File: src/rtl/skfe_pkg.sv
// Shared constants, register indexes and control types of the steering Kalman frame encoder.
package skfe_pkg;

  // Default number of fraction bits of the angle format.
  localparam int FRAC_BITS_DEF = 16;

  // Field widths.
  localparam int RAW_W    = 32;
  localparam int SCALE_W  = 20;
  localparam int FILT_W   = 27;
  localparam int GAIN_W   = 17;
  localparam int CODE_W   = 14;
  localparam int FRAME_W  = 48;
  localparam int COV_W    = 32;

  // Stream word widths.
  localparam int IN_TDATA_W  = 32;
  localparam int OUT_FIELD_W = FILT_W + GAIN_W + CODE_W + FRAME_W;
  localparam int OUT_TDATA_W = ((OUT_FIELD_W + 7) / 8) * 8;

  // Configuration port.
  localparam int CFG_ADDR_W = 3;
  localparam int CFG_DATA_W = 32;

  localparam logic [CFG_ADDR_W-1:0] REG_TURN_SCALE    = 3'd0;
  localparam logic [CFG_ADDR_W-1:0] REG_INIT_ESTIMATE = 3'd1;
  localparam logic [CFG_ADDR_W-1:0] REG_INIT_ERROR    = 3'd2;
  localparam logic [CFG_ADDR_W-1:0] REG_MEAS_NOISE    = 3'd3;
  localparam logic [CFG_ADDR_W-1:0] REG_PROC_NOISE    = 3'd4;

  // Register reset values.
  localparam logic [SCALE_W-1:0] TURN_SCALE_RST = 20'd256;
  localparam logic [COV_W-1:0]   INIT_ERROR_RST = 32'd65536;
  localparam logic [COV_W-1:0]   MEAS_NOISE_RST = 32'd65536;
  localparam logic [COV_W-1:0]   PROC_NOISE_RST = 32'd655;

  // Angle limit in whole degrees and the code ceiling.
  localparam int ANGLE_INT = 779;
  localparam int CODE_MAX  = 15580;

  // Gain of exactly one in Q1.16.
  localparam logic [GAIN_W-1:0] GAIN_ONE = 17'd65536;

  // Number of quotient bits produced by the divider, one per cycle.
  localparam int DIV_STEPS = 17;
  localparam int DIV_CNT_W = 5;

  // Serial frame bytes.
  localparam logic [7:0] FRAME_SYNC0 = 8'h5A;
  localparam logic [7:0] FRAME_SYNC1 = 8'hA5;
  localparam logic [7:0] FRAME_CMD   = 8'h02;
  localparam logic [7:0] FRAME_TAIL  = 8'hAA;

  // Commands from the controller to the datapath.
  typedef struct packed {
    logic load_in;     // capture raw sample and start the scale multiply
    logic clamp;       // scale shift and clamp into the sample register
    logic predict;     // grow the covariance and set up the divider
    logic div_step;    // one restoring division step
    logic kmul;        // latch the gain and form gain times innovation
    logic commit;      // update estimate and covariance
    logic code_mul;    // offset estimate and multiply by ten
    logic out_load;    // load the result word
  } cmd_t;

  // Status from the datapath to the controller.
  typedef struct packed {
    logic div_last;    // current division step is the final one
  } sts_t;

endpackage

File: src/rtl/skfe_ctrl.sv
// Controller state machine that sequences one item through the datapath.
module skfe_ctrl (
  input  logic             clk,
  input  logic             rst_n,
  input  logic             in_tvalid,
  output logic             in_tready,
  output logic             out_tvalid,
  input  logic             out_tready,
  input  skfe_pkg::sts_t   sts,
  output skfe_pkg::cmd_t   cmd
);
  import skfe_pkg::*;

  localparam logic [2:0] ST_IDLE   = 3'd0;
  localparam logic [2:0] ST_CLAMP  = 3'd1;
  localparam logic [2:0] ST_PRED   = 3'd2;
  localparam logic [2:0] ST_DIV    = 3'd3;
  localparam logic [2:0] ST_KMUL   = 3'd4;
  localparam logic [2:0] ST_COMMIT = 3'd5;
  localparam logic [2:0] ST_CODE   = 3'd6;
  localparam logic [2:0] ST_FINISH = 3'd7;

  logic [2:0] state_r, state_nxt;
  logic       out_valid_r, out_valid_nxt;
  logic       out_free;

  // The result register can take a new word when empty or being drained.
  assign out_free   = !out_valid_r || out_tready;
  assign in_tready  = (state_r == ST_IDLE);
  assign out_tvalid = out_valid_r;

  // Next state and command decode.
  always_comb begin
    state_nxt = state_r;
    cmd       = '0;
    unique case (state_r)
      ST_IDLE: begin
        if (in_tvalid) begin
          cmd.load_in = 1'b1;
          state_nxt   = ST_CLAMP;
        end
      end
      ST_CLAMP: begin
        cmd.clamp = 1'b1;
        state_nxt = ST_PRED;
      end
      ST_PRED: begin
        cmd.predict = 1'b1;
        state_nxt   = ST_DIV;
      end
      ST_DIV: begin
        cmd.div_step = 1'b1;
        if (sts.div_last) begin
          state_nxt = ST_KMUL;
        end
      end
      ST_KMUL: begin
        cmd.kmul  = 1'b1;
        state_nxt = ST_COMMIT;
      end
      ST_COMMIT: begin
        cmd.commit = 1'b1;
        state_nxt  = ST_CODE;
      end
      ST_CODE: begin
        cmd.code_mul = 1'b1;
        state_nxt    = ST_FINISH;
      end
      ST_FINISH: begin
        if (out_free) begin
          cmd.out_load = 1'b1;
          state_nxt    = ST_IDLE;
        end
      end
      default: begin
        state_nxt = ST_IDLE;
      end
    endcase
  end

  // Output valid flag: set on load, cleared when the word is taken.
  always_comb begin
    out_valid_nxt = out_valid_r;
    if (cmd.out_load) begin
      out_valid_nxt = 1'b1;
    end else if (out_tready) begin
      out_valid_nxt = 1'b0;
    end
  end

  always_ff @(posedge clk) begin
    if (!rst_n) begin
      state_r     <= ST_IDLE;
      out_valid_r <= 1'b0;
    end else begin
      state_r     <= state_nxt;
      out_valid_r <= out_valid_nxt;
    end
  end

endmodule

File: config.mk
export PLATFORM = sky130hd
export DESIGN_NAME = skfe_ctrl
export DESIGN_NICKNAME = d
export VERILOG_FILES = /design/src/rtl/skfe_pkg.sv /design/src/rtl/skfe_ctrl.sv
export SDC_FILE = /design/constraint.sdc
export NUM_CORES = 1
export LEC_CHECK = 0
export ABC_AREA = 1
export BUFFER_PORTS_ARGS = -buffer_cell sky130_fd_sc_hd__buf_2
export CELL_PAD_IN_SITES_DETAIL_PLACEMENT = 0
export CELL_PAD_IN_SITES_GLOBAL_PLACEMENT = 1
export CORE_AREA = 8 8 45 47
export CTS_CLUSTER_DIAMETER = 100
export DETAILED_ROUTE_END_ITERATION = 6
export DIE_AREA = 0 0 53 55
export HOLD_SLACK_MARGIN = 0.06
export PLACE_DENSITY_LB_ADDON = 0.25
export RECOVER_POWER = 25
export SETUP_SLACK_MARGIN = 0.4
export SYNTH_ARGS = -nofsm -noshare
export SYNTH_HDL_FRONTEND = slang
export SYNTH_SLANG_ARGS = --single-unit
export TNS_END_PERCENT = 5
File: constraint.sdc
create_clock -name clk -period 1.1 [get_ports clk]
set_input_delay 0.055 -clock clk [delete_from_list [all_inputs] [get_ports clk]]
set_output_delay 0.055 -clock clk [all_outputs]
set_load 0.05 [all_outputs]
# Word-level counts from Yosys, hierarchy flattened

Cells that the tools add are included.

Register bits: 4
Latch bits: 0
RAM bits: 0
Memory bits (read-only): 0
Output and inout port bits: 10
Word-level logic and storage cells: 33
Memories: 0

$add $sub $neg: 0
Multipliers: 0
Div/mod/pow operators: 0
$lt $le $gt $ge: 0
Equal/unequal tests: 10
Shift operators: 0
Multiplexer cells: 16
Bitwise logic cells: 0
Reductions and logical operators: 5

Operators with widths:

| kind                                          | number |
|---|---|
| one-hot mux 3 bit (8 select lines)            | 1 |
| == test 3 bit, second input constant          | 4 |
| 2-to-1 mux 1 bit                              | 12 |
| 2-to-1 mux 3 bit                              | 3 |
| == test 3 x 2 -> 1 bit, second input constant | 2 |
| != test 2 bit, second input constant          | 3 |
| == test 3 x 1 -> 1 bit, second input constant | 1 |
| logical NOT 3 bit                             | 1 |
| AND reduction 3 bit                           | 1 |
| nonzero test 2 bit                            | 1 |
| logical NOT 1 bit                             | 1 |
| logical OR 1 bit                              | 1 |

# Logic depth before layout (Yosys ltp)

Gate-level depths: netlist of run 1.

Depth in word-level cells: 5
Gate-level depth with buffers: 7
Gate-level depth less buffers: 7

# Least setup slack after synthesis of run 1

No wires, ideal clock.

Path type: register to output
From: register state_r[1]
To: output port cmd[7] (netlist name)
Data arrival time: 1.587 ns
Setup slack: -0.542 ns
Cell stages (with the launch flop): 4
Path buffers: 0
Cell sequence: dfxtp_1 -> nor2_1 -> inv_1 -> nor3_1

RTL lines:

| item                   | line            | RTL |
|---|---|---|
| start, declared        | skfe_ctrl.sv:23 | `logic [2:0] state_r, state_nxt;` |
| start signal, assigned | skfe_ctrl.sv:96 | `state_r <= state_nxt;` |
| end, declared          | skfe_ctrl.sv:10 | `output skfe_pkg::cmd_t cmd` |

==> results.md, run 1 <==
- Outcome: complete, but fails checks
- Failing checks: setup timing
- Area share of the largest cell type after synthesis: 28.4%
- Unrepaired setup endpoints after global routing: true
- Register area: 95.1 sq um
- Worst-Skew Late Latency: 240 ps
- IO Pins: 15
- Relative slew margins: 88.9%
- Layout Skew: 12.1 ps
- H-tree depth reported by CTS: 1
- Max-slew violations: 0
- Filler Cells Inserted: 146
- Vias per cell: 4.09
- Clock transition at the registers of the reported paths: 40 ps
- Die ar.: 2920 sq um
- CTS Buf Count: 3
- CTS Root Cell: clkbuf_4
- Slew at the pin closest to its max-slew limit: 165 ps
- Vias in the first global route: 305
- Power Density: 1310 nW/um^2
- Final Setup Violations: 3
- Lkg Pwr: 0.000295 uW
- Most Crowded Layer GR: met2
- Crit path kind: reg2out
- First-pass GRT wire length: 1.21 mm
- Hold WC Path Type: in2reg
- Antenna Nets Post-Route: 0
- Antenna Cells: 0
- Maxcap violations: 0
- GRT Overall Usage: 5.79%
- Clock period minus worst slack: 1150 ps
- Longest Clk Path Bufs: 2
- Placed wire-length estimate: 617 microns
- CP startpoint kind: register
- Initial drt markers: 6
- Cell variety after synth: 14
- Final nets: 75
- Worst-path fanout max: 7
- Clock tree sinks: 4
- M2 GR Usage: 7.62%
- Most frequent cells in the layout: inv_1, buf_6, nand2_1
- Initial antenna violation count: 0
- Die X: 53 microns
- Syn avg cell area: 5.86 sq um
- CTS tree: yes
- Met1 usage: 6.53%
- Fin. Hold Viols: 0
- Commonest non-fill, non-tap cell in the layout: inv_1
- Pwr Total: 737 uW
- Die height: 55 microns
- Ys Warns: 0
- Largest net degree at the start of global routing: 8
- Share of the yosys chip area belonging to registers: 28.4%
- CP Capture Type: primary output
- Synth Net Count: 53
- Mapped Cells: 48
- Synth Cell Area: 282 sq um
- Critical Path AT: 1100 ps
- Via count: 348
- Period utilization: 105%
- Synth area leader: dfxtp_1
- Global route total overflow: 0
- Layout overhead on the synthesized area: 99.6%
- Initial Util: 20.3%
- Detail-routed net length per standard cell: 9.35 microns
- GR met3 Demand/Resource: 2.41%
- Layout Utilization: 40.6%
- Core Box Area: 1380 sq um
- Area of the multi-input gates: 191 sq um
- Number of I/O port buffers: 14
- # DRC: 0
- Top cells by area in the synthesized netlist: dfxtp_1, inv_1, nand3_1
- Gpl congestion: 0.701
- Worst VDD drop: 0.486 mV
- Fmax: 868 MHz
- FF+latch count, synth: 4
- Rows: 14
- Initial DRT Pass Iterations: 4
- Layout cells sized above 1: 56.5%
- CP required: 1040 ps
- DRT Wirelength: 795 microns
- Setup WS post-layout: -52.2 ps
-- synthesized netlist by cell type (all sizes together) --
cell type / count
nand3: 6
inv: 14
a21oi: 5
buf: 1
o21ai: 1
dfxtp: 4
nor3: 1
nand2: 7
nor2: 8
o21bai: 1
-- final cells by class --
type	count	area share, %
multi-input combinational	29	34.1
timing repair buffer	18	31.4
sequential	4	16.9
inverter	14	9.35
clock buffer	4	4.68
tap	16	3.56
-- state kept, by name, indices dropped and copies added, names as in the netlist --
name and count:
out_tvalid 1, state_r 3
-- routing by layer --
| metal | vias to the layer above | wire [microns] |
|---|---|---|
| met1 | 151 | 315 |
| met5 | - | 0 |
| li1 | 185 | - |
| met4 | 0 | 6 |
| met2 | 10 | 397 |
| met3 | 2 | 74 |
-- stage by stage --
step                      setup TNS [ps]  worst slack, ps  instances  hold slack [ps]  area, sq um
after floorplan                    -54.1            -37.8         48              153          319
after global placement                 0             57.2         79              252          417
after detailed placement               0             52.3         79              257          417
after CTS                           -110            -49.1         84             82.5          544
after global routing                -590             -119         85             89.7          562
final                              -87.2            -52.2         85             81.7          562
-- critical path, cell delays in order, from the launching register on --
cell and delay, ps:
dfxtp_4 370, nor2_4 120, inv_2 70, nor3_4 120, buf_6 180
-- power breakdown --
group          total (uW)  internal [uW]  leakage [uW]  switching, uW
Sequential            191            160     0.0000356           31.2
Clock                 197            136     0.0000150           61.2
Combinational         349            131      0.000244            218
Total                 737            427      0.000295            310
-- kinds of logic after synthesis --
kind of cell,synth area share [%]
flip-flops,28.4
buffers and inverters,21.3
AO/OA/AOI/OAI,16.0
AND/OR/NAND/NOR,34.2
-- worst paths after layout --
kind / startpoint / to / slack [ps] / depth (start not counted)
setup / recovery: state_r[0] / cmd[7] / -50 / 4
hold / removal: rst_n / state_r[0] / 80 / 3
setup reg to reg: state_r[2] / state_r[2] / 60 / 6
hold reg to reg: state_r[2] / out_tvalid / 570 / 2
-- timing repair --
action	4_1_cts	5_1_grt
hold endpoints to repair	1	0
setup buffers	0	1
endpoints found under the setup margin	14	14
hold buffers	1	0
pin swaps	5	4
gates resized for setup	30	3
Note: power is estimated with default switching activity, not from simulation.
==> run 2: changes to the inputs <==
- SETUP_SLACK_MARGIN: 0.4 -> 0.02
==> run 2 against run 1 <==
- the run still ends with setup timing left
- cell count is 1.2% lower
- worst setup slack better by 32 ps
- maximum frequency is 2.9% higher
- core utilization is 0.63 points higher
- sequential cell count stayed put
- cell area is 1.6% higher
- wire length is 0.63% higher
- count of clock-buffer cells in the layout is 1 lower
- non-clock buffer count stayed put
- highest routed layer unchanged
- register-to-register slack better by 30 ps
==> results.md, run 2 (same netlist as run 1, synthesis figures left out) <==
- Clock transition at the registers of the reported paths: 40 ps (about the same)
- Core Box Area: 1380 sq um (unchanged)
- Maxcap violations: 0 (unchanged)
- CTS Buf Count: 3 (unchanged)
- Hold path depth: 4 (+1)
- Max-slew violations: 0 (unchanged)
- DP Worst Slack: 32.9 ps (-19.4 ps)
- Initial Util: 20.3% (unchanged)
- CTS Root Cell: clkbuf_4
- CP startpoint kind: register
- Depth of the worst register-to-register path: 7 (+1)
- Largest reg by FF count: state_r
- CP Capture Type: primary output
- Reg-to-Reg Start: state_r[2]
- # DRC: 0 (unchanged)
- Power Density: 1320 nW/um^2 (+0.61%)
- Via count: 347 (-0.29%)
- Vias per cell: 4.13 (+0.90%)
- Largest net degree at the start of global routing: 7 (-1)
- First-pass GRT wire length: 1.39 mm (+15%)
- IO Pins: 15 (unchanged)
- Layout Skew: 1.47 ps (-10.6 ps)
- Hold WC Path Type: in2reg
- Worst R2R Setup Slack: 90 ps (+30 ps)
- Commonest non-fill, non-tap cell in the layout: inv_2
- GRT Overall Usage: 6.50% (+0.71 points)
- Slew at the pin closest to its max-slew limit: 248 ps (+82.6 ps)
- Global route total overflow: 0 (unchanged)
- Setup WS post-layout: -19.8 ps (+32.4 ps)
- Clock period minus worst slack: 1120 ps (-32.4 ps)
- Initial antenna violation count: 0 (unchanged)
- Lkg Pwr: 0.000288 uW (-2.2%)
- Fin cells: 84 (-1.2%)
- Crit path kind: reg2out
- Max FFs per register: 3 (unchanged)
- Layout overhead on the synthesized area: 103%
- Fin. Hold Viols: 0 (unchanged)
- Rows: 14 (unchanged)
- Die ar.: 2920 sq um (unchanged)
- Critical Path AT: 1060 ps (-40 ps)
- Worst VDD drop: 0.598 mV (+23%)
- Outcome: complete, but fails checks
- Die X: 53 microns (unchanged)
- Fmax: 893 MHz (+2.9%)
- Detail-routed net length per standard cell: 9.52 microns (+1.8%)
- Failing checks: setup timing
- Initial DRT Pass Iterations: 2 (-2)
- Initial drt markers: 1 (-5)
- Antenna Nets Post-Route: 0 (unchanged)
- Worst-Skew Late Latency: 230 ps (about the same)
- DRT Wirelength: 800 microns (+0.63%)
- Antenna Cells: 0 (unchanged)
- Period utilization: 102% (-2.9 points)
- Post-Route Setup TNS: -39.3 ps (+48.0 ps)
- R2r endpoint: state_r[2]
- Relative slew margins: 83.6% (-5.4 points)
- Clock tree sinks: 4 (unchanged)
- Final nets: 75 (unchanged)
- Die height: 55 microns (unchanged)
- Placed wire-length estimate: 641 microns (+3.8%)
- Worst-path fanout max: 5 (-2)
- H-tree depth reported by CTS: 1 (unchanged)
- Final Setup Violations: 3 (unchanged)
- CTS tree: yes
- Hold-critical path endpoint: out_tvalid
- Vias in the first global route: 365 (+20%)
- Gpl congestion: 0.715 (+2.1%)
- Longest Clk Path Bufs: 2 (unchanged)
- Worst Hold Launch: out_tready
- CP required: 1040 ps (about the same)
- Min Hold Slack: 183 ps (+101 ps)
- Layout cells sized above 1: 67.6% (+11 points)
- Most frequent cells in the layout: inv_2, nand2_1, buf_6
- Unrepaired setup endpoints after global routing: true
- Number of I/O port buffers: 14 (unchanged)
- Placed cell count: 79 (unchanged)
[run 2: cell types whose count changed in the layout (fill, tap and decap cells not counted), moves of 2 or more]
cell,before,now
buf_8,3,5
nand3_1,4,1
inv_1,11,5
buf_4,3,1
inv_2,3,8
nand3_2,2,5
dfxtp_4,4,2
[run 2: worst max path at each step]
stage                     startpoint  endpoint  slack, ps  cells after the start
after floorplan           state_r[1]    cmd[7]       -130                      3
after global placement    state_r[0]    cmd[0]         40                      3
after detailed placement  state_r[0]    cmd[0]         30                      3
after CTS                 state_r[1]    cmd[6]        -30                      5
after global routing      state_r[1]    cmd[7]        -70                      4
final                     state_r[1]    cmd[7]        -20                      4
[run 2: layout make-up]
| cell class | count | area, sq um |
|---|---|---|
| Clock buffer | 3 | 22.5 |
| Timing Repair Buffer | 18 | 185 |
| Sequential cell | 4 | 88.8 |
| Inverter | 14 | 55.1 |
| Tap cell | 16 | 20.0 |
| Multi-Input combinational cell | 29 | 199 |
| Fill cell | 152 | 813 |
[run 2: worst max-delay path, stage by stage (launching register included)]
cell and delay (ps):
dfxtp_4 360, nor2_4 120, inv_2 70, nor3_4 110
buf_6 180
[run 2: where the power goes]
| group | switching (uW) | internal [uW] |
|---|---|---|
| sequential | 26.7 | 164 |
| combinational | 231 | 149 |
| clock | 61.1 | 122 |
[run 2: through the flow]
| step | util (%) | area (sq um) | total power (uW) |
|---|---|---|---|
| floorplan | - | 297 | 386 |
| global placement | 28.5 | 394 | 452 |
| detailed placement | 28.5 | 394 | 452 |
| CTS | 40.3 | 558 | 753 |
| global route | 41.2 | 571 | 808 |
| finish | 41.2 | 571 | 754 |
[run 2: repair_timing]
| item | 4_1_cts | 5_1_grt |
|---|---|---|
| pin swaps | 2 | 1 |
| resized for setup | 43 | 5 |
| buffers inserted | 1 | 0 |
| hold endpoints to repair | 1 | 0 |
| hold buffers | 1 | 0 |
| setup endpoints to repair | 9 | 9 |
[run 2: layer usage]
metal  part of all wire [%]  GRT usage, %  vias to the layer above
met5                      0             0                        -
met4                   0.75          6.47                        0
met3                    6.5          1.60                        2
met2                     53          11.9                        7
met1                     40          5.62                      153
li1                       -             -                      185
==> run 3: changes to the inputs <==
- CELL_PAD_IN_SITES_DETAIL_PLACEMENT: 0 -> default
- CELL_PAD_IN_SITES_GLOBAL_PLACEMENT: 1 -> default
- CTS_CLUSTER_DIAMETER: 100 -> 150
==> run 3 against run 2 <==
- core utilization down 0.81 points
- maximum frequency down 0.24%
- critical path type unchanged
- clock skew is 1.1 ps lower
- total power down 3.5%
- worst setup slack got worse by 2.6 ps
- cell count did not move
- highest routed layer unchanged
- hold slack improved by 7.9 ps
- die area is the same
- the flow still finishes with violations (setup timing)
==> results.md, run 3 (same netlist as run 1, synthesis figures left out) <==
- Outcome: complete, but fails checks
- Failing checks: setup timing
- Reg-to-Reg Start: state_r[2]
- Crit path buffers/inverters: 2 (unchanged)
- Largest net degree at the start of global routing: 8 (+1)
- Clock Power Share: 24.1% (-0.2 points)
- CP top delay family: flip-flops
- Antenna Nets Post-Route: 0 (unchanged)
- Post-Place Cell Area: 402 sq um (+1.9%)
- Worst VDD drop: 0.405 mV (-32%)
- Antenna Cells: 0 (unchanged)
- Detail-routed net length per standard cell: 9.46 microns (-0.63%)
- Critical Path, Cell by Cell: buf_6 -> nor3_4 -> buf_6
- H-tree depth reported by CTS: 1 (unchanged)
- Clock period minus worst slack: 1120 ps (+2.65 ps)
- Fmax: 891 MHz (-0.24%)
- GRT Overall Usage: 5.91% (-0.59 points)
- Final Setup Violations: 2 (-1)
- Filler Cells Inserted: 150 (-1.3%)
- Critical Path AT: 1070 ps (about the same)
- Max FFs per register: 3 (unchanged)
- Die height: 55 microns (unchanged)
- Max-slew violations: 0 (unchanged)
- CP required: 1040 ps (about the same)
- Power Density: 1300 nW/um^2 (-1.5%)
- # DRC: 0 (unchanged)
- Initial antenna violation count: 0 (unchanged)
- CTS Buf Count: 3 (unchanged)
- Core Box Area: 1380 sq um (unchanged)
- Final nets: 75 (unchanged)
- Pwr Total: 727 uW (-3.5%)
- Vias per cell: 4.00 (-3.2%)
- Logic pwr share: 48.9% (-1.5 points)
- Sw frac: 42.2% (-0.16 points)
- Worst-path fanout max: 6 (+1)
- Flop pwr share: 26.9% (+1.7 points)
- Period utilization: 102% (+0.24 points)
- Vias in the first global route: 340 (-6.8%)
- Via count: 336 (-3.2%)
- Unrepaired setup endpoints after global routing: true
- CTS tree: yes
- Relative slew margins: 83.4% (-0.21 points)
- Slew at the pin closest to its max-slew limit: 251 ps (+3.24 ps)
- Crit path largest cell delay: 370 ps (about the same)
- Clock transition at the registers of the reported paths: 30 ps (about the same)
- Global route total overflow: 0 (unchanged)
- Most used cell, CP: buf_6
- Crit path max-delay cell type: dfxtp_4
- DP Worst Slack: 27.4 ps (-5.54 ps)
- Placed wire-length estimate: 623 microns (-2.7%)
- Setup WS post-layout: -22.5 ps (-2.65 ps)
- Initial DRT Pass Iterations: 3 (+1)
- Clock tree sinks: 4 (unchanged)
- Most frequent cells in the layout: buf_6, inv_1, nand2_1
- Layout cells sized above 1: 60.3% (-7.4 points)
- Hold WC Path Type: in2reg
- Final Cell Area: 559 sq um (-2.0%)
- Worst Hold Launch: out_tready
- Initial Util: 20.3% (unchanged)
- Gpl congestion: 0.666 (-6.9%)
- Die ar.: 2920 sq um (unchanged)
- Longest Clk Path Bufs: 2 (unchanged)
- Fin. Hold Viols: 0 (unchanged)
- Crit path kind: reg2out
- Worst-Skew Late Latency: 230 ps (about the same)
- Post-CTS Setup Bufs: 0 (-1)
- IO Pins: 15 (unchanged)
- CTS Root Cell: clkbuf_4
- Layout Utilization: 40.4% (-0.81 points)
- CP startpoint kind: register
- First-pass GRT wire length: 1.26 mm (-9.5%)
- CP Capture Type: primary output
- Rows: 14 (unchanged)
- Number of I/O port buffers: 14 (unchanged)
- Crit path from: state_r[2]
- Die X: 53 microns (unchanged)
- Sw power: 307 uW (-3.8%)
- Largest reg by FF count: state_r
- Layout Skew: 0.401 ps (-1.07 ps)
- Layout overhead on the synthesized area: 98.7%
- Initial drt markers: 1 (unchanged)
- Commonest non-fill, non-tap cell in the layout: buf_6
- DRT Wirelength: 795 microns (-0.63%)
- Maxcap violations: 0 (unchanged)
- P_int: 421 uW (-3.2%)
- Lkg Pwr: 0.000290 uW (+0.50%)
==> run 3: cell counts in the layout (fill, tap and decap cells not counted) <==
No cell type changed its count.
==> run 3: routing by layer <==
layer | GRT usage (%) | part of all wire [%] | wire (microns)
met2 | 10.4 | 53 | 421
met1 | 5.18 | 38 | 300
met3 | 1.60 | 8.1 | 64
met4 | 6.47 | 1.1 | 9
met5 | 0 | 0 | 0
==> run 3: worst paths after layout <==
| kind | slack, ps | depth (start not counted) | endpoint |
|---|---|---|---|
| hold reg to reg | 580 | 2 | out_tvalid |
| hold / removal | 190 | 4 | out_tvalid |
| setup reg to reg | 70 | 7 | state_r[2] |
| setup / recovery | -20 | 3 | cmd[7] |
==> run 3: through the flow <==
stage | std cells | hold slack [ps] | setup TNS, ps
after floorplan | 48 | 153 | -385
after CTS | 84 | 181 | -83.7
after global routing | 84 | 219 | -456
final | 84 | 191 | -22.8
after detailed placement | 80 | 261 | 0
after global placement | 80 | 258 | 0
==> run 3: tightest hold or removal path, stage by stage <==
cell and delay (ps):
buf_2 70, inv_1 50, nand2_1 110, a21oi_1 80
==> run 3: power groups by stage <==
stage | sequential (uW) | combinational [uW] | clock, uW
2_1_floorplan | 180 | 206 | 0
3_3_place_gp | 180 | 273 | 0
3_5_place_dp | 179 | 272 | 0
4_1_cts | 196 | 353 | 189
5_1_grt | 200 | 378 | 197
6_report | 196 | 356 | 175
==> run 3: final cells by class <==
type                            instances  area [sq um]  area share [%]
Timing Repair Buffer                   18           174            31.1
Clock buffer                            3          22.5            4.03
Multi-Input combinational cell         29           196            35.1
Tap cell                               16          20.0            3.58
Inverter                               14          55.1            9.84
Sequential cell                         4          91.3            16.3
==> run 3: what timing repair did <==
action,4_1_cts,5_1_grt
gates resized for setup,41,1
gates cloned,0,0
hold buffers,1,0
endpoints found under the hold margin,1,0
pin swaps,2,0
endpoints found under the setup margin,9,10
